### config.mk
export PLATFORM = sky130hd
export DESIGN_NAME = gmt_csr
export DESIGN_NICKNAME = d
export VERILOG_FILES = /design/src/rtl/gmt_pkg.sv /design/src/rtl/gmt_csr.sv
export SDC_FILE = /design/constraint.sdc
export NUM_CORES = 1
export LEC_CHECK = 0
export BUFFER_PORTS_ARGS = -buffer_cell sky130_fd_sc_hd__buf_2
export CAP_MARGIN = 40
export CELL_PAD_IN_SITES_DETAIL_PLACEMENT = 2
export CELL_PAD_IN_SITES_GLOBAL_PLACEMENT = 2
export CORE_ASPECT_RATIO = 1.4
export CORE_MARGIN = 4
export CORE_UTILIZATION = 29
export DETAILED_ROUTE_END_ITERATION = 10
export GPL_TIMING_DRIVEN = 0
export PLACE_DENSITY = 0.9
export SETUP_SLACK_MARGIN = 0.15
export SLEW_MARGIN = 30
export SYNTH_ARGS = -nofsm -noshare
export SYNTH_HDL_FRONTEND = slang
export SYNTH_SLANG_ARGS = --single-unit
### constraint.sdc
create_clock -name clock -period 1.5 [get_ports clock]
set_input_delay 0.15 -clock clock [delete_from_list [all_inputs] [get_ports clock]]
set_output_delay 0.15 -clock clock [all_outputs]
set_load 0.02 [all_outputs]
### src/rtl/gmt_pkg.sv
// Shared types, widths and codes of the gossip membership table.
package gmt_pkg;

   localparam int IdW = 31;
   localparam int PortW = 16;
   localparam int HbW = 32;
   localparam int ToW = 16;
   localparam int OpW = 2;
   localparam int KindW = 3;
   localparam int MaxResults = 32;
   localparam int NresW = $clog2(MaxResults + 1);
   localparam int AddrW = 4;

   localparam logic [OpW-1:0] OP_MERGE = 2'd0;
   localparam logic [OpW-1:0] OP_TICK = 2'd1;
   localparam logic [OpW-1:0] OP_LIST = 2'd2;

   localparam logic [KindW-1:0] K_NONE = 3'd0;
   localparam logic [KindW-1:0] K_ADDED = 3'd1;
   localparam logic [KindW-1:0] K_REPLACED = 3'd2;
   localparam logic [KindW-1:0] K_REFRESHED = 3'd3;
   localparam logic [KindW-1:0] K_REMOVED = 3'd4;
   localparam logic [KindW-1:0] K_PING = 3'd5;
   localparam logic [KindW-1:0] K_LIVE = 3'd6;
   localparam logic [KindW-1:0] K_ALONE = 3'd7;

   localparam logic [1:0] REG_SELF_ID = 2'd0;
   localparam logic [1:0] REG_SELF_PORT = 2'd1;
   localparam logic [1:0] REG_FAIL_TO = 2'd2;
   localparam logic [1:0] REG_REMOVE_TO = 2'd3;

   typedef struct packed {
      logic [IdW-1:0]   self_id;
      logic [PortW-1:0] self_port;
      logic [ToW-1:0]   fail_timeout;
      logic [ToW-1:0]   remove_timeout;
   } cfg_type;

   typedef struct packed {
      logic [OpW-1:0]   operation;
      logic             is_self;
      logic [IdW-1:0]   member_id;
      logic [PortW-1:0] member_port;
      logic [HbW-1:0]   member_heartbeat;
   } item_type;

   typedef struct packed {
      logic [IdW-1:0]   id;
      logic [PortW-1:0] port;
      logic [HbW-1:0]   heartbeat;
      logic [HbW-1:0]   stamp;
   } entry_type;

   typedef struct packed {
      logic [KindW-1:0] kind;
      logic [IdW-1:0]   id;
      logic [PortW-1:0] port;
      logic [HbW-1:0]   heartbeat;
   } result_type;

endpackage

### src/rtl/gmt_csr.sv
// Configuration registers behind the APB-style port.
module gmt_csr
   import gmt_pkg::*;
(
   input  logic             clock,
   input  logic             reset,
   input  logic             psel,
   input  logic             penable,
   input  logic             pwrite,
   input  logic [AddrW-1:0] paddr,
   input  logic [31:0]      pwdata,
   output logic [31:0]      prdata,
   output cfg_type          cfg
);

   cfg_type cfg_ff, cfg_in;
   logic    wr_en;

   assign wr_en = psel && penable && pwrite;

   always_comb begin
      cfg_in = cfg_ff;
      if (wr_en) begin
         case (paddr[3:2])
            REG_SELF_ID:   cfg_in.self_id = pwdata[IdW-1:0];
            REG_SELF_PORT: cfg_in.self_port = pwdata[PortW-1:0];
            REG_FAIL_TO:   cfg_in.fail_timeout = pwdata[ToW-1:0];
            REG_REMOVE_TO: cfg_in.remove_timeout = pwdata[ToW-1:0];
            default:       cfg_in = cfg_ff;
         endcase
      end
   end

   always_ff @(posedge clock) begin
      if (reset) begin
         cfg_ff.self_id <= 31'd1;
         cfg_ff.self_port <= 16'd0;
         cfg_ff.fail_timeout <= 16'd5;
         cfg_ff.remove_timeout <= 16'd20;
      end else begin
         cfg_ff <= cfg_in;
      end
   end

   always_comb begin
      case (paddr[3:2])
         REG_SELF_ID:   prdata = {1'b0, cfg_ff.self_id};
         REG_SELF_PORT: prdata = {16'd0, cfg_ff.self_port};
         REG_FAIL_TO:   prdata = {16'd0, cfg_ff.fail_timeout};
         REG_REMOVE_TO: prdata = {16'd0, cfg_ff.remove_timeout};
         default:       prdata = 32'd0;
      endcase
   end

   assign cfg = cfg_ff;

endmodule

# Yosys cells after proc, flatten, opt, wreduce, memory -nomap -nowiden
# Index checks and enable logic that the tools add are counted.
# Widths: inputs -> output; s select.
[classes]
muxes = 1
eq_ne = 3
reduce_logical = 7
[op_table]
columns = ["cell", "n"]
rows = [
  ["$pmux 32 s4", 1],
  ["$reduce_and 2->1", 4],
  ["$eq 2x2->1 const B", 2],
  ["$eq 2x1->1 const B", 1],
  ["$logic_and 1x1->1", 2],
  ["$logic_not 2->1", 1],
]
[word_totals]
wordCells = 15
reg_bits = 79

# Logic depth before layout (Yosys ltp)
[logic_depth]
depth_word = 3
mapped_depth = 6
ltp_nobuf = 3

# Least setup slack after synthesis
# No wires, ideal clock.
[synth_timing]
path_type = "input-to-output"
startpoint = "input paddr[2]"
endpoint = "output prdata[0]"
t_required_ns = 1.350
path_slack_ns = 0.220
arrival_ns = 1.130
path_stages = 3
path_buffers = 2
path_cell_list = "buf_6 -> buf_4 -> mux4_2"
[synth_between]
elab_chain_cells = 2
elab_cells_between_ends = 5
[synth_lines]
columns = ["element", "line_no", "text"]
rows = [
  ["from (decl)", "gmt_csr.sv:10", "input logic [AddrW-1:0] paddr,"],
  ["$eq 2x2->1, or another cell as far along", "gmt_csr.sv:46", "case (paddr[3:2])"],
  ["$pmux 32 s4 (*)", "gmt_csr.sv:46", ""],
  ["to (decl)", "gmt_csr.sv:12", "output logic [31:0] prdata,"],
]
# Mark *: on every way between the ends. The rest lies on a longest branch, timed or not. The select of a mux whose other input is x is not followed.

# Worst setup path after layout
[layout_timing]
startpoint = "register cfg_ff (netlist bit cfg[21])"
endpoint = "output prdata[5]"
[layout_between]
elab_chain_cells = 1
[layout_lines]
columns = ["element", "line_no", "text"]
rows = [
  ["from (decl)", "gmt_csr.sv:16", "cfg_type cfg_ff, cfg_in;"],
  ["from (signal assigned)", "gmt_csr.sv:41", "cfg_ff <= cfg_in;"],
  ["$pmux 32 s4", "gmt_csr.sv:46", ""],
]
# No other way between the ends. The select of a mux whose other input is x is not followed.

==> impl_metrics.yaml <==
outcome:
  outcome: "finished, final reports clean"
worst_setup_path:
  slowest_stage: "mux4_2"
  timing.rr.start: "cfg[36]"
  critPathBufInv: 1
  r2r_slack_ns: 0.48
  reg2reg_to: "cfg[36]"
  worstSetupEndpointType: "primary output"
  critPathArrivalTime_ns: 1.32
  crit_family: "multiplexers"
  path_max_fanout: 3
  max_stage_delay_ns: 0.49
  path_cells: "mux4_2, buf_6"
  worstSetupPathType: "reg -> out"
  r2r_cells: 4
  cp-start-kind: "flop"
  required_ns: 1.35
timing:
  fin_crit_ns: 1.47
  skew_ns: 0
  worst_slack_ns: 0.0338
  max_freq_ghz: 0.682
  max-slew-margin-rel_pct: 54.1
  setup_tns_ns: 0
  hold_violations: 0
  tightest_slew_ns: 0.688
  timing.final.crit_share_pct: 97.7
  slew_violations: 0
  setup_viol: 0
  rsz0062_at_grt: "true"
cts:
  cts_sinks: 79
  cts_root_buffer: "clkbuf_16"
  path_clk_slew_ns: 0.06
  htreeDepth: 3
  insertion_delay_ns: 0.33
  clockBufferDepth: 2
  holdBufCountCts: 0
  numCtsBuffers: 9
  cts_tree: "done"
logic_synthesis:
  synth_seq_cells: 79
  synth_edf_count: 0
  syn_area_per_cell_um2: 10.4
  syn_area_um2: 3760
  yosys_warnings: 0
  synthFlopType: "dfxtp_1"
  synth.top_cell.area_share_pct: 42.1
  ys_types: 25
  synthTopCellsByCount: "dfxtp_1, nand2b_1, mux2i_1, o21ai_0"
  syn_inst: 360
  synth_area_leaders: "dfxtp_1, mux2i_1, nand2b_1, mux4_2, a21bo_2"
  synth_top_area_cell: "dfxtp_1"
  synth-async-reset-ratio_pct: 0
  yosysSeqAreaShare_pct: 42.1
  syn-num-nets: 401
  yosysMostFrequentCell: "dfxtp_1"
routing:
  num_vias: 3601
  drcViolationCount: 0
  wirelength_mm: 16.1
  wl_per_cell_um: 22.5
  via_per_inst: 5.02
  drtIter0Drc: 60
  postRouteAntennaNets: 0
  drtPass1Iterations: 4
worst_hold_path:
  worstHoldPathType: "in -> reg"
  holdPathStages: 3
  worstHoldEndpoint: "cfg[76]"
  min_from: "pwdata[28]"
layout:
  largest_reg_flops: 79
  final_cells: 718
  fill_cells: 1359
  nNetsFinal: 604
  final_cell_area_um2: 5530
  layout-drive-gt1-share_pct: 56.4
  area_growth_pct: 47.1
floorplanning:
  die_y_um: 143
  core-area_um2: 12500
  ioPinCount: 152
  die_w_um: 104
  die_area_um2: 14900
  rows: 48
  initial_utilization_pct: 30.1
global_route:
  grt_pass1_wl_mm: 24.6
  grt_pass1_vias: 4218
  grt_max_degree: 12
  antenna_found_initial: 2
  grtUsageTotal_pct: 21.5
  grt_overflow: 0
placement:
  dpl.cell_count: 655
  dpl-instance-area_um2: 4670
  place_hpwl_mm: 10.9
  gp_congestion: 0.739
  io_buffers: 145
  post-place-ws_ns: -0.195
pwr:
  cellPowerDensity_nw_per_um2: 875
  p_leak_uw: 0.00270
  finalPower_uw: 4840
  ir_drop_uv: 446
run:
  max_cap_violations: 0
==> worst max path at each step <==
| stage | start | to | slack [ns] | cells after the start |
|---|---|---|---|---|
| floorplan | paddr[2] | prdata[0] | 0.22 | 3 |
| global placement | paddr[2] | prdata[0] | -0.18 | 5 |
| detailed placement | paddr[2] | prdata[5] | -0.19 | 5 |
| CTS | cfg[5] | prdata[5] | 0.01 | 2 |
| global route | cfg[21] | prdata[5] | 0.01 | 2 |
| finish | cfg[21] | prdata[5] | 0.03 | 2 |
==> worst reg2reg max path: stages (launching register included) <==
cell and delay (ns):
dfxtp_2 0.32, buf_4 0.13, nor2b_1 0.13, o21ai_0 0.14, o21ai_0 0.16
==> placed cells by master (no fill, tap or decap), drive strengths merged <==
master    n
o21ai    32
nor2b    16
nand2b   59
nand4     1
nand3    16
and2     16
diode     2
buf     210
clkbuf   30
a21oi    15
mux2i    48
and3      1
or2       1
nand3b    1
conb      1
dfxtp    79
nor2      9
mux4     16
a21bo    15
==> metal layers <==
metal	track usage [%]	routed length (um)	part of all wire, %
met5	0	0	0
met4	7.98	293	1.8
met3	4.25	836	5.2
met2	43.1	9210	57
met1	21.9	5800	36
==> power breakdown <==
| group | total (uW) | switching, uW | internal [uW] |
|---|---|---|---|
| combinational | 530 | 307 | 222 |
| sequential | 2150 | 19.0 | 2130 |
| clock | 2160 | 873 | 1290 |
| total | 4840 | 1200 | 3640 |
==> through the flow <==
step	hold slack [ns]	utilization (%)
floorplan	0.297	-
global placement	0.407	37.4
detailed placement	0.419	37.4
CTS	0.0646	43.5
global route	0.0879	44.2
finish	0.0723	44.2
==> kinds of logic after synthesis <==
| kind of cell | after synthesis | synth area share, % |
|---|---|---|
| AOI/OAI and AO/OA | 62 | 10.3 |
| buffers and inverters | 34 | 5.30 |
| other | 1 | 0.0998 |
| muxes | 64 | 22.4 |
| DFF | 79 | 42.1 |
| and+or+nand+nor | 120 | 19.9 |
==> what timing repair did <==
item / in CTS / in global routing
resized for setup: 91 / 14
buffers inserted: 38 / 9
setup endpoints to repair: 31 / 27
==> cell type report <==
type                    count  area, um^2  share of cell area (%)
repair buffers            192        1180                    21.3
plain buffers              34         239                    4.33
well taps                 150         188                    3.40
flip-flops and latches     79        1660                    30.0
clock buffers              14         284                    5.14
multi-input cells         247        1980                    35.8
diodes                      2        5.00                  0.0906
Power figures use the tool's default switching activity.
