`src/rtl/gmt_pkg.sv`:
```
// Shared types, widths and codes of the gossip membership table.
package gmt_pkg;

   localparam int IdW = 31;
   localparam int PortW = 16;
   localparam int HbW = 32;
   localparam int ToW = 16;
   localparam int OpW = 2;
   localparam int KindW = 3;
   localparam int MaxResults = 32;
   localparam int NresW = $clog2(MaxResults + 1);
   localparam int AddrW = 4;

   localparam logic [OpW-1:0] OP_MERGE = 2'd0;
   localparam logic [OpW-1:0] OP_TICK = 2'd1;
   localparam logic [OpW-1:0] OP_LIST = 2'd2;

   localparam logic [KindW-1:0] K_NONE = 3'd0;
   localparam logic [KindW-1:0] K_ADDED = 3'd1;
   localparam logic [KindW-1:0] K_REPLACED = 3'd2;
   localparam logic [KindW-1:0] K_REFRESHED = 3'd3;
   localparam logic [KindW-1:0] K_REMOVED = 3'd4;
   localparam logic [KindW-1:0] K_PING = 3'd5;
   localparam logic [KindW-1:0] K_LIVE = 3'd6;
   localparam logic [KindW-1:0] K_ALONE = 3'd7;

   localparam logic [1:0] REG_SELF_ID = 2'd0;
   localparam logic [1:0] REG_SELF_PORT = 2'd1;
   localparam logic [1:0] REG_FAIL_TO = 2'd2;
   localparam logic [1:0] REG_REMOVE_TO = 2'd3;

   typedef struct packed {
      logic [IdW-1:0]   self_id;
      logic [PortW-1:0] self_port;
      logic [ToW-1:0]   fail_timeout;
      logic [ToW-1:0]   remove_timeout;
   } cfg_type;

   typedef struct packed {
      logic [OpW-1:0]   operation;
      logic             is_self;
      logic [IdW-1:0]   member_id;
      logic [PortW-1:0] member_port;
      logic [HbW-1:0]   member_heartbeat;
   } item_type;

   typedef struct packed {
      logic [IdW-1:0]   id;
      logic [PortW-1:0] port;
      logic [HbW-1:0]   heartbeat;
      logic [HbW-1:0]   stamp;
   } entry_type;

   typedef struct packed {
      logic [KindW-1:0] kind;
      logic [IdW-1:0]   id;
      logic [PortW-1:0] port;
      logic [HbW-1:0]   heartbeat;
   } result_type;

endpackage

```
`src/rtl/gmt_req_if.sv`:
```
// Request channel interface: valid/ready and the gossiped item fields.
interface gmt_req_if;
   logic        valid;
   logic        ready;
   logic [1:0]  operation;
   logic [30:0] member_id;
   logic [15:0] member_port;
   logic [31:0] member_heartbeat;

   modport source (output valid, operation, member_id, member_port, member_heartbeat,
                   input ready);
   modport sink (input valid, operation, member_id, member_port, member_heartbeat,
                 output ready);
endinterface

```
`src/rtl/gmt_front.sv`:
```
// Front end: accepts requests, flags own-id merges and queues them for the engine.
module gmt_front
   import gmt_pkg::*;
(
   input  logic           clock,
   input  logic           reset,
   gmt_req_if.sink        req_ch,
   input  logic [IdW-1:0] self_id,
   output logic           item_valid,
   output item_type       item,
   input  logic           item_pop
);

   item_type   slot_ff [2];
   logic       wptr_ff, wptr_in, rptr_ff, rptr_in;
   logic [1:0] cnt_ff, cnt_in;
   logic       push;
   item_type   cls;

   assign req_ch.ready = (cnt_ff != 2'd2);
   assign push = req_ch.valid && req_ch.ready;
   assign item_valid = (cnt_ff != 2'd0);
   assign item = slot_ff[rptr_ff];

   always_comb begin
      cls.operation = req_ch.operation;
      cls.is_self = (req_ch.member_id == self_id);
      cls.member_id = req_ch.member_id;
      cls.member_port = req_ch.member_port;
      cls.member_heartbeat = req_ch.member_heartbeat;
   end

   always_comb begin
      wptr_in = push ? ~wptr_ff : wptr_ff;
      rptr_in = item_pop ? ~rptr_ff : rptr_ff;
      cnt_in = cnt_ff + {1'b0, push} - {1'b0, item_pop};
   end

   always_ff @(posedge clock) begin
      if (reset) begin
         wptr_ff <= 1'b0;
         rptr_ff <= 1'b0;
         cnt_ff <= 2'd0;
      end else begin
         wptr_ff <= wptr_in;
         rptr_ff <= rptr_in;
         cnt_ff <= cnt_in;
      end
   end

   always_ff @(posedge clock) begin
      if (push) begin
         slot_ff[wptr_ff] <= cls;
      end
   end

endmodule

```
`src/flat_wrapper.sv`:
```
// flat-port wrapper written by rule: the top's interface ports become plain ports
module gmt_front_flat import gmt_pkg::*;
  (clock, reset, self_id, item_valid, item, item_pop, req_ch_valid, req_ch_operation, req_ch_member_id, req_ch_member_port, req_ch_member_heartbeat, req_ch_ready);
  gmt_req_if req_ch_i ();
  input  logic clock;
  input  logic reset;
  input  logic [IdW-1:0] self_id;
  output logic item_valid;
  output item_type item;
  input  logic item_pop;
  input wire logic [$bits(req_ch_i.valid)-1:0] req_ch_valid;
  input wire logic [$bits(req_ch_i.operation)-1:0] req_ch_operation;
  input wire logic [$bits(req_ch_i.member_id)-1:0] req_ch_member_id;
  input wire logic [$bits(req_ch_i.member_port)-1:0] req_ch_member_port;
  input wire logic [$bits(req_ch_i.member_heartbeat)-1:0] req_ch_member_heartbeat;
  output wire logic [$bits(req_ch_i.ready)-1:0] req_ch_ready;
  assign req_ch_i.valid = req_ch_valid;
  assign req_ch_i.operation = req_ch_operation;
  assign req_ch_i.member_id = req_ch_member_id;
  assign req_ch_i.member_port = req_ch_member_port;
  assign req_ch_i.member_heartbeat = req_ch_member_heartbeat;
  assign req_ch_ready = req_ch_i.ready;
  gmt_front u_core (.clock(clock), .reset(reset), .req_ch(req_ch_i), .self_id(self_id), .item_valid(item_valid), .item(item), .item_pop(item_pop));
endmodule
```
`config.mk`:
```
export PLATFORM = sky130hd
export DESIGN_NAME = gmt_front_flat
export DESIGN_NICKNAME = d
export VERILOG_FILES = /design/src/rtl/gmt_pkg.sv /design/src/rtl/gmt_req_if.sv /design/src/rtl/gmt_front.sv /design/src/flat_wrapper.sv
export SDC_FILE = /design/constraint.sdc
export NUM_CORES = 1
export LEC_CHECK = 0
export ABC_AREA = 1
export BUFFER_PORTS_ARGS = -buffer_cell sky130_fd_sc_hd__clkbuf_2
export CAP_MARGIN = 20
export CORE_ASPECT_RATIO = 1.5
export CORE_UTILIZATION = 45
export CTS_CLUSTER_SIZE = 24
export DETAILED_ROUTE_END_ITERATION = 10
export GPL_ROUTABILITY_DRIVEN = 0
export PLACE_DENSITY = 0.76
export SLEW_MARGIN = 20
export SYNTH_ARGS = -nofsm -noshare
export SYNTH_HDL_FRONTEND = slang
export SYNTH_SLANG_ARGS = --single-unit
```
`constraint.sdc`:
```
create_clock -name clock -period 11.42 [get_ports clock]
set_input_delay 1.713 -clock clock [delete_from_list [all_inputs] [get_ports clock]]
set_output_delay 1.713 -clock clock [all_outputs]
set_load 0.005 [all_outputs]
```
After elaboration in Yosys (flattened, before gate mapping)
Memory sizes are Yosys's and may differ from the RTL's. A register that Yosys moved wholly into a read port is not among the register bits.
Cells that the tools add are included.
{"block": "op_classes", "add_sub_neg": 2, "eq_ne": 2, "mux": 4, "n_bitwise": 2, "reduce_logical": 2}
{"op": "$eq A31 B31 Y1", "n": 1}
{"op": "$mux W1", "n": 4}
{"op": "$add A2 B1 Y2", "n": 1}
{"op": "$ne A2 B2 Y1 const B", "n": 1}
{"op": "$not A1 Y1", "n": 2}
{"op": "$reduce_bool A2 Y1", "n": 1}
{"op": "$sub A2 B1 Y2", "n": 1}
{"op": "$logic_and A1 B1 Y1", "n": 1}
{"block": "totals", "regBits": 4, "ramBits": 164, "memories": 1}
{"name": "u_core.slot_ff", "depth": 2, "width": 82, "rd": 1, "rd_clocked_by_memory_dff": 1, "wr": 1, "line": "gmt_front.sv:14", "source": "item_type slot_ff [2];"}

Logic depth before layout (Yosys ltp)
{"block": "logic_depth", "ltp_word": 4, "depth_mapped": 8, "mapped_depth_nobuf": 8}

Worst setup path after synthesis
No wires, ideal clock.
{"block": "synth_path", "path_type": "input port to flip-flop", "start": "in req_ch_valid", "end": "mem u_core.slot_ff[1][0] (netlist bit) (enable)", "setup_time_ns": 0.524, "arrival_time_ns": 5.241, "t_required_ns": 10.896, "setup_slack_ns": 5.655, "path_stages": 2, "n_path_buf": 0, "cell_sequence": "nand2_1 -> nor2_1"}
{"block": "synth_between", "elab_chain_len": 3}
{"item": "start, declared", "line": "flat_wrapper.sv:11", "source": "input wire logic [$bits(req_ch_i.valid)-1:0] req_ch_valid;"}
{"item": "$logic_and A1 B1 Y1", "line": "gmt_front.sv:21", "source": "assign push = req_ch.valid && req_ch.ready;"}
{"item": "$mux W1", "line": "gmt_front.sv:52", "source": "if (push) begin"}
{"item": "$mux W1 (not written as such)", "line": "gmt_front.sv:53", "source": "slot_ff[wptr_ff] <= cls;"}
{"item": "end, declared", "line": "gmt_front.sv:14"}
Every way passes these cells.

==> metrics.txt <==
Synth Area in Adders 0.348%; overall routing resource usage 16.1%; startpoint types register; syn avg cell area 15.9 um^2; crit-path max cell delay 800 ps; Row Count 56; Req. time, crit path 9710 ps; sequential share of the synthesized area 69.9%; number of nets with antenna violations after routing 0; Critical Path End Type output port; # setup viols final 0; I/O Pins 200; Post-CTS Setup Bufs 0; slowest CP cell buf_4; final hold slack 541 ps; PostCTS Resize Cnt 0; ant diodes 0; simple-gate share of the synthesized area 6.86%; post-synthesis async set-or-reset flop share 0%; mux cell area share after synthesis 17.0%; Die Y 157 um; Fillers 1241; Starting Density 46.0%; DR iter-0 viols 163; Worst path top cell family by delay buffers and inverters; CP bufs+invs 2; Post-Syn Instances 452; vias in the first global route 4207; final WL 13000 um; leakage power 3.95 nW; Root Buffer Master clkbuf_16; TritonCTS clock tree built; top_reg_cell synth edfxtp_1; EDFF count, synth 164; Post-CTS Hold Buffers 0; die area 16500 um^2; CTS max path bufs 2; largest family of logic cells by synthesized area multiplexers; most frequent cells in the layout clkbuf_2 (199), edfxtp_1 (164), nand2_1 (87); initial antenna violation count 2; GR Overflow Total 0; Post-Synthesis Cell Area 7190 um^2; synthesis-to-finish area growth 23.9%; Syn Nets 570; Vias/cell 4.69; routed len/inst 14.8 um; final slew viol count 0; unrepaired setup endpoints after global routing false; Yosys top cell area share 68.5%; critical-path maximum fanout 50; Final Power 1.59 mW; Placed Instances 848; first-pass GRT wire length 20300 um; post-synthesis xor/xnor area fraction 0.487%; Clk pin slew, worst setup/hold paths 70 ps; critical path class reg2out; status finished clean; Pwr Density 179 nW/um^2; fin cells 880; Final TNS setup 0 ps; Crit path arrival time 2550 ps; Synth cell types 16; Clock Latency Late Sink 410 ps; skew final 11.3 ps; DR vias 4128; most common cell after layout, fill and taps aside clkbuf_2; Port-buffer cells 199; share of cells above drive strength 1 47.0%; Worst R2R Setup Slack 8940 ps; DRC errors left 0; Fmax achieved 0.235 GHz; Worst-Margin Slew 962 ps; Die W 105 um; Slew headroom 35.7%; drt pass-1 iters 4; most area-consuming cells after synthesis edfxtp_1 (69%), mux2_4 (17%), nand2_1 (4.5%); VDD IR-drop max 0.0000907 V; compound-gate portion of the synthesized area 0%; core box area 15600 um^2; largest net degree at the start of global routing 83; max_cap viols 0; Hold/Removal Path Class reg2reg; crit share post-route 37.3%; CTS buffer count 17; final hold viol count 0; Critical Path, Cell by Cell buf_4 > mux2_2 > clkbuf_2; Sink Count 169; #FFs+latches synth 169; post-synth top area cell edfxtp_1; number of synthesis warnings 0; min cycle time layout 4260 ps; H-tree level count 4; Post-DP HPWL 9250 um; nets 782
## worst paths after layout
path,from,to,depth (start not counted)
worst max-delay path,register,item[81],3
worst min-delay path,u_core.rptr_ff$_SDFFE_PP0P_,register,2
worst max register to register,u_core.cnt_ff[0]$_SDFF_PP0_,u_core.slot_ff[1][11]$_DFFE_PP_,5
worst min register to register,u_core.rptr_ff$_SDFFE_PP0P_,register,2
## power breakdown
part / leakage [nW] / internal, mW / switching (mW) / total [mW]
clock: 0.284 / 0.328 / 0.237 / 0.565
combinational: 2.10 / 0.127 / 0.117 / 0.244
sequential: 1.57 / 0.762 / 0.0237 / 0.785
total: 3.95 / 1.22 / 0.378 / 1.59
## registers in the layout, summed over array words and instances, names as in the netlist, named ones only
signal          count
u_core.cnt_ff       2
u_core.rptr_ff      1
u_core.slot_ff    164
u_core.wptr_ff      1
## final cells by class
type                            instances  area [um^2]  area share (%)
Clock buffer                           18          429            4.82
Clock inverter                         14          164            1.84
Inverter                               57          214            2.40
Multi-Input combinational cell        217         1790            20.1
Sequential cell                       169         5030            56.5
Tap cell                              203          254            2.85
Timing Repair Buffer                  202         1020            11.5
## worst register-to-register path: cells and delay by family (launching register included)
kind,cells,cell delay [ps]
and+or+nand+nor,3,1010
buffers and inverters,2,750
DFF,1,320
## Yosys cell counts, drive strengths merged, types with 2 or more instances
cell / count
nand2: 87
dfxtp: 5
buf: 9
edfxtp: 164
mux2: 82
xnor2: 2
xor2: 2
nor2: 38
inv: 57
ha: 2
## logic make-up (layout without fill, tap and decap cells)
logic type	count (synthesis)	after routing
DFF	169	169
and+or+nand+nor	129	129
muxes	82	82
buffers and inverters	66	291
xor gates and xnor gates	4	4
adders and majority gates	2	2
## per-layer routing
metal / part of all wire [%] / vias up / global-route usage (%)
li1: - / 2006 / -
met1: 38 / 1953 / 16.9
met2: 54 / 141 / 29.8
met3: 5.1 / 24 / 4.54
met4: 2.2 / 4 / 7.31
met5: 0.21 / - / 0
## per-stage QoR
stage	utilization, %	cell area [um^2]	worst slack (ps)
3_3_place_gp	53.2	8310	7610
6_report	57.0	8900	7160
2_1_floorplan	-	7190	5650
5_1_grt	57.0	8900	7040
3_5_place_dp	53.2	8310	7550
4_1_cts	57.0	8900	7110
Note: power is estimated with default switching activity, not from simulation.
