$ cat src/rtl/gmt_pkg.sv
// Shared types, widths and codes of the gossip membership table.
package gmt_pkg;

   localparam int IdW = 31;
   localparam int PortW = 16;
   localparam int HbW = 32;
   localparam int ToW = 16;
   localparam int OpW = 2;
   localparam int KindW = 3;
   localparam int MaxResults = 32;
   localparam int NresW = $clog2(MaxResults + 1);
   localparam int AddrW = 4;

   localparam logic [OpW-1:0] OP_MERGE = 2'd0;
   localparam logic [OpW-1:0] OP_TICK = 2'd1;
   localparam logic [OpW-1:0] OP_LIST = 2'd2;

   localparam logic [KindW-1:0] K_NONE = 3'd0;
   localparam logic [KindW-1:0] K_ADDED = 3'd1;
   localparam logic [KindW-1:0] K_REPLACED = 3'd2;
   localparam logic [KindW-1:0] K_REFRESHED = 3'd3;
   localparam logic [KindW-1:0] K_REMOVED = 3'd4;
   localparam logic [KindW-1:0] K_PING = 3'd5;
   localparam logic [KindW-1:0] K_LIVE = 3'd6;
   localparam logic [KindW-1:0] K_ALONE = 3'd7;

   localparam logic [1:0] REG_SELF_ID = 2'd0;
   localparam logic [1:0] REG_SELF_PORT = 2'd1;
   localparam logic [1:0] REG_FAIL_TO = 2'd2;
   localparam logic [1:0] REG_REMOVE_TO = 2'd3;

   typedef struct packed {
      logic [IdW-1:0]   self_id;
      logic [PortW-1:0] self_port;
      logic [ToW-1:0]   fail_timeout;
      logic [ToW-1:0]   remove_timeout;
   } cfg_type;

   typedef struct packed {
      logic [OpW-1:0]   operation;
      logic             is_self;
      logic [IdW-1:0]   member_id;
      logic [PortW-1:0] member_port;
      logic [HbW-1:0]   member_heartbeat;
   } item_type;

   typedef struct packed {
      logic [IdW-1:0]   id;
      logic [PortW-1:0] port;
      logic [HbW-1:0]   heartbeat;
      logic [HbW-1:0]   stamp;
   } entry_type;

   typedef struct packed {
      logic [KindW-1:0] kind;
      logic [IdW-1:0]   id;
      logic [PortW-1:0] port;
      logic [HbW-1:0]   heartbeat;
   } result_type;

endpackage

$ cat src/rtl/gmt_rsp_if.sv
// Response channel interface: valid/ready and the result fields.
interface gmt_rsp_if;
   logic        valid;
   logic        ready;
   logic [2:0]  result_kind;
   logic [30:0] entry_id;
   logic [15:0] entry_port;
   logic [31:0] entry_heartbeat;
   logic        last;

   modport source (output valid, result_kind, entry_id, entry_port, entry_heartbeat, last,
                   input ready);
   modport sink (input valid, result_kind, entry_id, entry_port, entry_heartbeat, last,
                 output ready);
endinterface

$ cat src/rtl/gmt_engine.sv
// Back end: table memory and the sequencer that merges, ticks and lists.
module gmt_engine
   import gmt_pkg::*;
#(
   parameter int TABLE_DEPTH = 32
)
(
   input  logic     clock,
   input  logic     reset,
   input  cfg_type  cfg,
   input  logic     item_valid,
   input  item_type item,
   output logic     item_pop,
   gmt_rsp_if.source rsp_ch
);

   localparam int IW = $clog2(TABLE_DEPTH);
   localparam int CW = $clog2(TABLE_DEPTH + 1);
   localparam int DivCntW = $clog2(HbW + 1);

   localparam logic [3:0] S_IDLE = 4'd0;
   localparam logic [3:0] S_RD = 4'd1;
   localparam logic [3:0] S_USE = 4'd2;
   localparam logic [3:0] S_MERGE_END = 4'd3;
   localparam logic [3:0] S_TICK_END = 4'd4;
   localparam logic [3:0] S_DIV = 4'd5;
   localparam logic [3:0] S_PRD = 4'd6;
   localparam logic [3:0] S_PUSE = 4'd7;
   localparam logic [3:0] S_FLUSH = 4'd8;

   entry_type  mem_ff [TABLE_DEPTH];
   entry_type  rd_ff;

   logic [3:0]         state_ff, state_in;
   item_type           cur_ff, cur_in;
   logic [CW-1:0]      idx_ff, idx_in;
   logic [CW-1:0]      wr_ff, wr_in;
   logic [CW-1:0]      count_ff, count_in;
   logic [CW-1:0]      offset_ff, offset_in;
   logic [HbW-1:0]     lhb_ff, lhb_in;
   logic [NresW-1:0]   nres_ff, nres_in;
   logic [CW-1:0]      old_pos_ff, old_pos_in;
   logic [HbW-1:0]     old_stamp_ff, old_stamp_in;
   entry_type          old_entry_ff, old_entry_in;
   logic               hold_v_ff, hold_v_in;
   result_type         hold_ff, hold_in;
   logic [CW-1:0]      rem_ff, rem_in;
   logic [HbW-1:0]     quo_ff, quo_in;
   logic [DivCntW-1:0] dcnt_ff, dcnt_in;
   logic               out_v_ff, out_v_in;
   result_type         out_ff, out_in;
   logic               out_last_ff, out_last_in;

   logic       out_free, go, want_emit;
   result_type emit_res;
   logic       mem_we;
   logic [IW-1:0] mem_wa;
   entry_type  mem_wd;
   logic [HbW-1:0] age;
   logic [CW:0]    rem_sh;
   logic [CW-1:0]  span;
   entry_type  new_entry;
   result_type self_res;

   assign out_free = !out_v_ff || rsp_ch.ready;
   assign go = !(want_emit && hold_v_ff && !out_free);
   assign age = lhb_ff - rd_ff.stamp;
   assign span = count_ff - CW'(1);
   assign rem_sh = {rem_ff, quo_ff[HbW-1]};

   always_comb begin
      new_entry.id = cur_ff.member_id;
      new_entry.port = cur_ff.member_port;
      new_entry.heartbeat = cur_ff.member_heartbeat;
      new_entry.stamp = lhb_ff;
      self_res.kind = K_LIVE;
      self_res.id = cfg.self_id;
      self_res.port = cfg.self_port;
      self_res.heartbeat = lhb_ff;
   end

   always_comb begin
      state_in = state_ff;
      cur_in = cur_ff;
      idx_in = idx_ff;
      wr_in = wr_ff;
      count_in = count_ff;
      offset_in = offset_ff;
      lhb_in = lhb_ff;
      nres_in = nres_ff;
      old_pos_in = old_pos_ff;
      old_stamp_in = old_stamp_ff;
      old_entry_in = old_entry_ff;
      hold_v_in = hold_v_ff;
      hold_in = hold_ff;
      rem_in = rem_ff;
      quo_in = quo_ff;
      dcnt_in = dcnt_ff;
      item_pop = 1'b0;
      want_emit = 1'b0;
      emit_res = '0;
      mem_we = 1'b0;
      mem_wa = '0;
      mem_wd = new_entry;
      out_last_in = 1'b0;
      out_in = hold_ff;
      out_v_in = out_v_ff && !rsp_ch.ready;

      case (state_ff)
         S_IDLE: begin
            if (item_valid) begin
               item_pop = 1'b1;
               cur_in = item;
               nres_in = '0;
               hold_v_in = 1'b0;
               idx_in = CW'(1);
               wr_in = CW'(1);
               old_pos_in = CW'(1);
               old_stamp_in = lhb_ff;
               case (item.operation)
                  OP_MERGE: begin
                     if (item.is_self) begin
                        hold_v_in = 1'b1;
                        hold_in.kind = K_NONE;
                        hold_in.id = item.member_id;
                        hold_in.port = item.member_port;
                        hold_in.heartbeat = item.member_heartbeat;
                        state_in = S_FLUSH;
                     end else begin
                        state_in = (count_ff > CW'(1)) ? S_RD : S_MERGE_END;
                     end
                  end
                  OP_TICK: begin
                     lhb_in = lhb_ff + 32'd1;
                     state_in = (count_ff > CW'(1)) ? S_RD : S_TICK_END;
                  end
                  OP_LIST: begin
                     hold_v_in = 1'b1;
                     hold_in = self_res;
                     nres_in = NresW'(1);
                     state_in = (count_ff > CW'(1)) ? S_RD : S_FLUSH;
                  end
                  default: begin
                     hold_v_in = 1'b1;
                     hold_in = '0;
                     state_in = S_FLUSH;
                  end
               endcase
            end
         end
         S_RD: begin
            state_in = S_USE;
         end
         S_USE: begin
            case (cur_ff.operation)
               OP_MERGE: begin
                  if (rd_ff.id == cur_ff.member_id && rd_ff.port == cur_ff.member_port) begin
                     hold_v_in = 1'b1;
                     if (rd_ff.heartbeat < cur_ff.member_heartbeat) begin
                        mem_we = 1'b1;
                        mem_wa = idx_ff[IW-1:0];
                        hold_in.kind = K_REFRESHED;
                        hold_in.id = rd_ff.id;
                        hold_in.port = rd_ff.port;
                        hold_in.heartbeat = cur_ff.member_heartbeat;
                     end else begin
                        hold_in.kind = K_NONE;
                        hold_in.id = rd_ff.id;
                        hold_in.port = rd_ff.port;
                        hold_in.heartbeat = rd_ff.heartbeat;
                     end
                     state_in = S_FLUSH;
                  end else begin
                     if (idx_ff == CW'(1)) begin
                        old_entry_in = rd_ff;
                     end
                     if (rd_ff.stamp < old_stamp_ff) begin
                        old_stamp_in = rd_ff.stamp;
                        old_pos_in = idx_ff;
                        old_entry_in = rd_ff;
                     end
                     idx_in = idx_ff + CW'(1);
                     state_in = (idx_ff + CW'(1) < count_ff) ? S_RD : S_MERGE_END;
                  end
               end
               OP_TICK: begin
                  if (age >= HbW'(cfg.remove_timeout)) begin
                     want_emit = (nres_ff < NresW'(MaxResults - 1));
                     emit_res.kind = K_REMOVED;
                  end else begin
                     mem_we = 1'b1;
                     mem_wa = wr_ff[IW-1:0];
                     mem_wd = rd_ff;
                  end
                  emit_res.id = rd_ff.id;
                  emit_res.port = rd_ff.port;
                  emit_res.heartbeat = rd_ff.heartbeat;
                  if (go) begin
                     if (!(age >= HbW'(cfg.remove_timeout))) begin
                        wr_in = wr_ff + CW'(1);
                     end
                     idx_in = idx_ff + CW'(1);
                     state_in = (idx_ff + CW'(1) < count_ff) ? S_RD : S_TICK_END;
                  end else begin
                     mem_we = 1'b0;
                  end
               end
               default: begin
                  want_emit = (age <= HbW'(cfg.fail_timeout)) &&
                              (nres_ff < NresW'(MaxResults));
                  emit_res.kind = K_LIVE;
                  emit_res.id = rd_ff.id;
                  emit_res.port = rd_ff.port;
                  emit_res.heartbeat = rd_ff.heartbeat;
                  if (go) begin
                     idx_in = idx_ff + CW'(1);
                     state_in = (idx_ff + CW'(1) < count_ff) ? S_RD : S_FLUSH;
                  end
               end
            endcase
         end
         S_MERGE_END: begin
            mem_we = 1'b1;
            hold_v_in = 1'b1;
            if (count_ff < CW'(TABLE_DEPTH)) begin
               mem_wa = count_ff[IW-1:0];
               count_in = count_ff + CW'(1);
               hold_in.kind = K_ADDED;
               hold_in.id = cur_ff.member_id;
               hold_in.port = cur_ff.member_port;
               hold_in.heartbeat = cur_ff.member_heartbeat;
            end else begin
               mem_wa = old_pos_ff[IW-1:0];
               hold_in.kind = K_REPLACED;
               hold_in.id = old_entry_ff.id;
               hold_in.port = old_entry_ff.port;
               hold_in.heartbeat = old_entry_ff.heartbeat;
            end
            state_in = S_FLUSH;
         end
         S_TICK_END: begin
            want_emit = (wr_ff <= CW'(1));
            emit_res.kind = K_ALONE;
            emit_res.id = cfg.self_id;
            emit_res.port = cfg.self_port;
            emit_res.heartbeat = lhb_ff;
            if (go) begin
               count_in = wr_ff;
               rem_in = '0;
               quo_in = lhb_ff;
               dcnt_in = DivCntW'(HbW);
               state_in = (wr_ff <= CW'(1)) ? S_FLUSH : S_DIV;
            end
         end
         S_DIV: begin
            if ((CW + 1)'(span) <= rem_sh) begin
               rem_in = CW'(rem_sh - (CW + 1)'(span));
            end else begin
               rem_in = rem_sh[CW-1:0];
            end
            quo_in = {quo_ff[HbW-2:0], 1'b0};
            dcnt_in = dcnt_ff - DivCntW'(1);
            if (dcnt_ff == DivCntW'(0)) begin
               rem_in = rem_ff;
               idx_in = rem_ff + CW'(1);
               offset_in = '0;
               state_in = S_PRD;
            end
         end
         S_PRD: begin
            state_in = S_PUSE;
         end
         S_PUSE: begin
            if (offset_ff < count_ff && age > HbW'(cfg.fail_timeout)) begin
               offset_in = offset_ff + CW'(1);
               idx_in = (idx_ff == span) ? CW'(1) : idx_ff + CW'(1);
               state_in = S_PRD;
            end else begin
               want_emit = 1'b1;
               if (age < HbW'(cfg.fail_timeout)) begin
                  emit_res.kind = K_PING;
                  emit_res.id = rd_ff.id;
                  emit_res.port = rd_ff.port;
                  emit_res.heartbeat = rd_ff.heartbeat;
               end
               if (go) begin
                  state_in = S_FLUSH;
               end
            end
         end
         S_FLUSH: begin
            if (out_free) begin
               out_v_in = 1'b1;
               out_in = hold_ff;
               out_last_in = 1'b1;
               hold_v_in = 1'b0;
               state_in = S_IDLE;
            end
         end
         default: begin
            state_in = S_IDLE;
         end
      endcase

      if (want_emit && go) begin
         if (hold_v_ff) begin
            out_v_in = 1'b1;
            out_in = hold_ff;
            out_last_in = 1'b0;
         end
         hold_v_in = 1'b1;
         hold_in = emit_res;
         nres_in = nres_ff + NresW'(1);
      end
   end

   always_ff @(posedge clock) begin
      if (reset) begin
         state_ff <= S_IDLE;
         count_ff <= CW'(1);
         lhb_ff <= '0;
         hold_v_ff <= 1'b0;
         out_v_ff <= 1'b0;
         nres_ff <= '0;
      end else begin
         state_ff <= state_in;
         count_ff <= count_in;
         lhb_ff <= lhb_in;
         hold_v_ff <= hold_v_in;
         out_v_ff <= out_v_in;
         nres_ff <= nres_in;
      end
   end

   always_ff @(posedge clock) begin
      cur_ff <= cur_in;
      idx_ff <= idx_in;
      wr_ff <= wr_in;
      offset_ff <= offset_in;
      old_pos_ff <= old_pos_in;
      old_stamp_ff <= old_stamp_in;
      old_entry_ff <= old_entry_in;
      hold_ff <= hold_in;
      rem_ff <= rem_in;
      quo_ff <= quo_in;
      dcnt_ff <= dcnt_in;
      if (out_v_in && (!out_v_ff || rsp_ch.ready)) begin
         out_ff <= out_in;
         out_last_ff <= out_last_in;
      end
   end

   always_ff @(posedge clock) begin
      if (mem_we) begin
         mem_ff[mem_wa] <= mem_wd;
      end
      rd_ff <= mem_ff[idx_ff[IW-1:0]];
   end

   assign rsp_ch.valid = out_v_ff;
   assign rsp_ch.result_kind = out_ff.kind;
   assign rsp_ch.entry_id = out_ff.id;
   assign rsp_ch.entry_port = out_ff.port;
   assign rsp_ch.entry_heartbeat = out_ff.heartbeat;
   assign rsp_ch.last = out_last_ff;

endmodule

$ cat src/flat_wrapper.sv
// flat-port wrapper written by rule: the top's interface ports become plain ports
module gmt_engine_flat import gmt_pkg::*;
#(
   parameter int TABLE_DEPTH = 32
)
  (clock, reset, cfg, item_valid, item, item_pop, rsp_ch_valid, rsp_ch_result_kind, rsp_ch_entry_id, rsp_ch_entry_port, rsp_ch_entry_heartbeat, rsp_ch_last, rsp_ch_ready);
  gmt_rsp_if rsp_ch_i ();
  input  logic clock;
  input  logic reset;
  input  cfg_type cfg;
  input  logic item_valid;
  input  item_type item;
  output logic item_pop;
  output wire logic [$bits(rsp_ch_i.valid)-1:0] rsp_ch_valid;
  output wire logic [$bits(rsp_ch_i.result_kind)-1:0] rsp_ch_result_kind;
  output wire logic [$bits(rsp_ch_i.entry_id)-1:0] rsp_ch_entry_id;
  output wire logic [$bits(rsp_ch_i.entry_port)-1:0] rsp_ch_entry_port;
  output wire logic [$bits(rsp_ch_i.entry_heartbeat)-1:0] rsp_ch_entry_heartbeat;
  output wire logic [$bits(rsp_ch_i.last)-1:0] rsp_ch_last;
  input wire logic [$bits(rsp_ch_i.ready)-1:0] rsp_ch_ready;
  assign rsp_ch_valid = rsp_ch_i.valid;
  assign rsp_ch_result_kind = rsp_ch_i.result_kind;
  assign rsp_ch_entry_id = rsp_ch_i.entry_id;
  assign rsp_ch_entry_port = rsp_ch_i.entry_port;
  assign rsp_ch_entry_heartbeat = rsp_ch_i.entry_heartbeat;
  assign rsp_ch_last = rsp_ch_i.last;
  assign rsp_ch_i.ready = rsp_ch_ready;
  gmt_engine #(.TABLE_DEPTH(TABLE_DEPTH)) u_core (.clock(clock), .reset(reset), .cfg(cfg), .item_valid(item_valid), .item(item), .item_pop(item_pop), .rsp_ch(rsp_ch_i));
endmodule
$ cat config.mk
export PLATFORM = sky130hd
export DESIGN_NAME = gmt_engine_flat
export DESIGN_NICKNAME = d
export VERILOG_FILES = /design/src/rtl/gmt_pkg.sv /design/src/rtl/gmt_rsp_if.sv /design/src/rtl/gmt_engine.sv /design/src/flat_wrapper.sv
export SDC_FILE = /design/constraint.sdc
export NUM_CORES = 2
export LEC_CHECK = 0
export BUFFER_PORTS_ARGS = -buffer_cell sky130_fd_sc_hd__buf_2
export CORE_UTILIZATION = 45
export DETAILED_ROUTE_END_ITERATION = 16
export PLACE_DENSITY = 0.68
export REMOVE_ABC_BUFFERS = 1
export SETUP_SLACK_MARGIN = 0.2
export SYNTH_ARGS = -nofsm -noshare
export SYNTH_HDL_FRONTEND = slang
export SYNTH_SLANG_ARGS = --single-unit
$ cat constraint.sdc
create_clock -name clock -period 26.8 [get_ports clock]
set_input_delay 8.04 -clock clock [delete_from_list [all_inputs] [get_ports clock]]
set_output_delay 8.04 -clock clock [all_outputs]
set_load 0.1 [all_outputs]
# Word level (Yosys, flattened, before mapping)
# Memory sizes are Yosys's and may differ from the RTL's. A register that Yosys moved wholly into a read port is not among the register bits.
# Index checks and enable logic that the tools add are counted.
word_totals:
  ff_bits: 474
  mem_count: 1
  in_bits: 165
  ramBits: 3552
classes:
  bitwise_logic: 1
  mux: 114
  eq_ne: 38
  n_reduce_logical: 41
  add_sub_neg: 11
  n_lt_le_gt_ge: 14
mem_list:
  columns: ["name", "depth", "width", "rd", "rd_clocked_by_memory_dff", "write_ports", "line_no", "source"]
  rows:
  - ["u_core.mem_ff", 32, 111, 1, 1, 1, "gmt_engine.sv:31", "entry_type mem_ff [TABLE_DEPTH];"]
op_table:
  columns: ["operator", "count"]
  rows:
  - ["82-bit one-hot mux with 3 select lines", 3]
  - ["82-bit two-way mux", 7]
  - ["111-bit two-way mux", 5]
  - ["82-bit one-hot mux with 2 select lines", 1]
  - ["81-bit two-way mux", 2]
  - ["32-bit two-way mux", 5]
  - ["32-bit one-hot mux with 2 select lines", 2]
  - ["6-bit two-way mux", 21]
  - ["32-bit < comparator", 2]
  - ["6-bit one-hot mux with 2 select lines", 5]
  - ["4-bit two-way mux", 13]
  - ["6-bit by 1-bit adder with 6-bit output (second input constant)", 6]
  - ["4-bit one-hot mux with 9 select lines", 1]
  - ["5-bit two-way mux", 7]
  - ["32-bit by 1-bit adder with 32-bit output (second input constant)", 1]
  - ["32-bit by 16-bit greater-or-equal comparator with 1-bit output", 1]
  - ["32-bit by 16-bit greater-than comparator with 1-bit output", 1]
  - ["32-bit by 16-bit <= comparator with 1-bit output", 1]
  - ["32-bit by 16-bit < comparator with 1-bit output", 1]
  - ["32-bit subtractor", 1]
  - ["31-bit == test", 1]
  - ["5-bit one-hot mux with 2 select lines", 3]
  - ["1-bit two-way mux", 25]
  - ["6-bit one-hot mux with 4 select lines", 1]
  - ["46 further kinds", 103]

# Logic depth before layout (Yosys ltp)
logic_depth:
  ltp_word: 12
  ltp_mapped: 25
  mapped_depth_nobuf: 22

# Worst setup path after synthesis
# No wires, ideal clock.
synth_path:
  path_type: "in2reg"
  startpoint: "input port cfg[4] (netlist bit)"
  endpoint: "memory u_core.mem_ff[31][0] (netlist bit) (enable)"
  t_required_ps: 25947
  path_buffers: 2
  setup_slack_ps: 4899
  path_stages: 15
  arrival_ps: 21048
  cell_sequence: "inv_1 > ha_1 > a21oi_1 > nor2_1 > a2111oi_0 > o31a_1 > o311a_1 > o211ai_1 > nor3b_1 > and2_1 > clkbuf_1 > a31oi_1 > or2_2 > clkbuf_1 > nor4_1"
synth_between:
  elab_chain_cells: 11
  elab_cells_between_ends: 15
synth_lines:
  columns: ["element", "line_no", "source"]
  rows:
  - ["start: declaration", "flat_wrapper.sv:10", "input cfg_type cfg;"]
  - ["32-bit by 16-bit greater-or-equal comparator with 1-bit output *", "gmt_engine.sv:187", "if (age >= HbW'(cfg.remove_timeout)) begin"]
  - ["1-bit two-way mux", "gmt_engine.sv:187", null]
  - ["1-bit one-hot mux with 2 select lines", "gmt_engine.sv:155", "case (cur_ff.operation)"]
  - ["1-bit one-hot mux with 3 select lines", "gmt_engine.sv:109", "case (state_ff)"]
  - ["1-bit logical AND (2 in series)", "gmt_engine.sv:66", "assign go = !(want_emit && hold_v_ff && !out_free);"]
  - ["1-bit two-way mux", "gmt_engine.sv:198", "if (go) begin"]
  - ["1-bit one-hot mux with 2 select lines", "gmt_engine.sv:155", null]
  - ["1-bit one-hot mux with 2 select lines", "gmt_engine.sv:109", null]
  - ["1-bit two-way mux", "gmt_engine.sv:354", "if (mem_we) begin"]
  - ["1-bit two-way mux (not written as such)", "gmt_engine.sv:355", "mem_ff[mem_wa] <= mem_wd;"]
  - ["end: declaration", "gmt_engine.sv:31", null]
# Mark *: on every way between the ends. The rest lies on a longest branch, timed or not.

# Worst setup path in the final report
layout_path:
  startpoint: "input port item_valid"
  endpoint: "output port item_pop"
layout_between:
  elab_chain_cells: 2
layout_lines:
  columns: ["element", "line_no", "source"]
  rows:
  - ["start: declaration", "flat_wrapper.sv:11", "input logic item_valid;"]
  - ["1-bit two-way mux", "gmt_engine.sv:111", "if (item_valid) begin"]
  - ["1-bit two-way mux", "gmt_engine.sv:109", null]
  - ["end: declaration", "flat_wrapper.sv:13", "output logic item_pop;"]
# No other way between the ends.

==> metrics.csv <==
stage;metric;value;unit
worst_setup_path;setup slack, reg-to-reg;17150;ps
synth;EDFF count, synth;3976;
timing;Setup Total Neg Slack;0;ps
run;Max Cap Viol;0;
min_path;Hold Path Sink;u_core.rsp_ch.entry_port[9]$_DFFE_PP_;
timing;final setup vio count;0;
route;first-pass iteration count of the detailed router;9;
timing;final hold viol count;0;
clocking;CTS tree;yes;
synth;Post-synth top flop;edfxtp_1;
clocking;Worst-Skew Late Latency;950;ps
clocking;Worst-path clk slew;60;ps
synth;most frequent cell after synthesis;edfxtp_1;
worst_setup_path;worst reg2reg path endpoint;u_core.mem_ff[18][84]$_DFFE_PP_;
route;DR iter-0 viols;13099;
global_routing;antenna violations before repair;19;
clocking;hold_buf cts;0;
worst_setup_path;most frequent CP cell;buf_2;
worst_setup_path;worst r2r src;u_core.lhb_ff[0]$_SDFFE_PP0P_;
floorplan;I/O Pins;250;
timing;min Tclk post-route;17540;ps
timing;crit share post-route;0.654;
floorplan;Starting Density;0.452;
place;Place WS;9280;ps
synth;Syn Std Cell Area;165000;um2
layout;P&R area growth vs syn;12.9;%
worst_setup_path;crit end category;primary output;
timing;Worst-Margin Slew;1260;ps
clocking;clock root buffer;clkbuf_16;
synth;Async S/R FF share, synth;0;
synth;synthesized flop and latch total;4137;
pwr;peak supply drop;0.0952;mV
clocking;H-tree levels;5;
worst_setup_path;CP peak stage delay;520;ps
layout;share of cells above drive strength 1;0.236;
min_path;Worst Hold Launch;u_core.hold_ff[41]$_DFFE_PP_;
clocking;CTS Buf Count;402;
global_routing;largest net degree at the start of global routing;133;
status;status;complete, no violations;
floorplan;die width;608;um
worst_setup_path;Max FO, Critical Path;26;
synth;sequential share of the synthesized area;0.743;
worst_setup_path;worst path arrival time;9500;ps
synth;commonest cells in the synthesized netlist;edfxtp_1, mux4_2, nand2_1;
worst_setup_path;crit-path cells;buf_2 -> nand2_1 -> inv_6 -> buf_2;
pwr;LEAKAGE;0.0597;uW
worst_setup_path;R2R cell count;20;
floorplan;DIE HEIGHT;608;um
timing;Final WS setup;9260;ps
timing;Pins Over Slew Limit;0;
pwr;PwrDens;102;nW/um2
timing;upper clock frequency limit;57.0;MHz
route;Routed wire per std cell;34.0;um
global_routing;first-pass GRT wire length;670000;um
layout;NumNets Final;9357;
clocking;clk sinks;4137;
global_routing;Total GRT Usage;0.256;
synth;Mapped Cells;8658;
worst_setup_path;CP required;18760;ps
synth;syn_area_per_cell;19.1;um2
synth;Synth area leaders;edfxtp_1, mux4_2, mux2i_1;
route;drt total wl;483000;um
place;Post-DP HPWL;261000;um
route;Vias;90040;
synth;area leader, netlist;edfxtp_1;
min_path;Worst Hold Class;flip-flop to flip-flop;
route;vias per cell;6.34;
place;PortBufs;249;
worst_setup_path;type of origin of the critical path;primary input;
worst_setup_path;crit path kind;primary input to primary output;
floorplan;Core Region;366000;um2
worst_setup_path;Crit-path slowest cell;buf_2;
global_routing;GR Overflow Total;0;
clocking;Setup Fix Bufs, Post-CTS;0;
global_routing;number of global-route vias before repair;88621;
floorplan;Std-Cell Rows;222;
clocking;post-CTS sizing;0;
min_path;Hold Path Cell Cnt;0;
clocking;Max clock buf depth;4;
place;GPL Wtd Cong;0.919;
route;DRC Markers;0;
timing;Slew headroom;0.152;
synth;post-synth top area share;0.723;
route;number of routed nets with antenna violations;0;
synth;post-synthesis cell type count;77;
synth;Ys Warns;0;
timing;unrepaired setup endpoints after global routing;no;
floorplan;die area;369000;um2
timing;Final Skew;65.8;ps
## layout by cell type (no fill, tap or decap), types with 177 or more instances in the layout
cell       instances
edfxtp_1        3976
clkbuf_16        407
nor2_1           223
a21oi_1          231
o221ai_1         177
buf_4            197
mux2_2           214
o21ai_0          309
mux4_2           817
nand2_1          427
buf_2            249
mux2i_1          358
## worst max-delay path: cells and delay by family
family | cells | cell delay, ps
buffers and inverters | 3 | 1080
AND/OR/NAND/NOR | 1 | 300
## cells by family (layout without fill, tap and decap cells)
logic type | after synthesis | after routing | synth area share
compound gates | 1184 | 1184 | 0.0482
xor+xnor | 125 | 125 | 0.00663
fa+ha+maj | 163 | 163 | 0.0124
buf+inv | 674 | 1386 | 0.0156
flops | 4137 | 4137 | 0.743
mux | 1389 | 1389 | 0.148
other cells | 0 | 12 | 0
simple gates | 986 | 986 | 0.0268
## through the flow
stage	power, uW	instances	area [um2]	util	hold slack, ps
floorplan	14000	8155	163000	-	400
global placement	13200	13441	173000	0.473	407
detailed placement	13200	13441	173000	0.473	405
CTS	19000	14186	186000	0.510	422
global route	19500	14188	186000	0.510	425
finish	19000	14198	186000	0.510	420
## final cells by class
cell class	count	area, um2
Clock inverter	213	2480
Sequential cell	4137	123000
Clock buffer	532	11000
Timing Repair Buffer	470	3210
Antenna cell	12	30.0
Fill cell	28617	179000
Inverter	171	654
Multi-Input combinational cell	3847	40400
Tap cell	4816	6030
## worst max-delay path by stage
| stage | startpoint | end | slack, ps | cells past startpoint |
|---|---|---|---|---|
| 4_1_cts | item_valid | item_pop | 9280 | 4 |
| 2_1_floorplan | u_core.idx_ff[0]$_DFFE_PP_ | u_core.mem_ff[31][0]$_DFFE_PP_ | -21710 | 4 |
| 3_3_place_gp | item_valid | item_pop | 9300 | 4 |
| 3_5_place_dp | item_valid | item_pop | 9280 | 4 |
| 6_report | item_valid | item_pop | 9260 | 4 |
| 5_1_grt | item_valid | item_pop | 9230 | 4 |
## power breakdown
part	internal, uW	switching, uW
Sequential	7790	364
Clock	3360	2440
Combinational	1690	3320
Total	12800	6120
## flip-flops by register name, summed over array words and instances, names as in the netlist, 16 cells and up
signal                         count
u_core.old_stamp_ff               32
u_core.rd_ff                     111
u_core.cur_ff                     81
u_core.mem_ff                   3552
u_core.rsp_ch.entry_heartbeat     32
u_core.rsp_ch.entry_id            31
u_core.hold_ff                    82
u_core.old_entry_ff               79
u_core.quo_ff                     32
u_core.lhb_ff                     32
u_core.rsp_ch.entry_port          16
## per-layer routing
metal / vias up / part of all wire / global-route usage
met5: - / 0.00011 / 0
met4: 10 / 0.056 / 0.127
met3: 990 / 0.10 / 0.0489
met2: 5678 / 0.47 / 0.407
met1: 47125 / 0.37 / 0.338
li1: 36237 / - / -
Note: power is estimated with default switching activity, not from simulation.
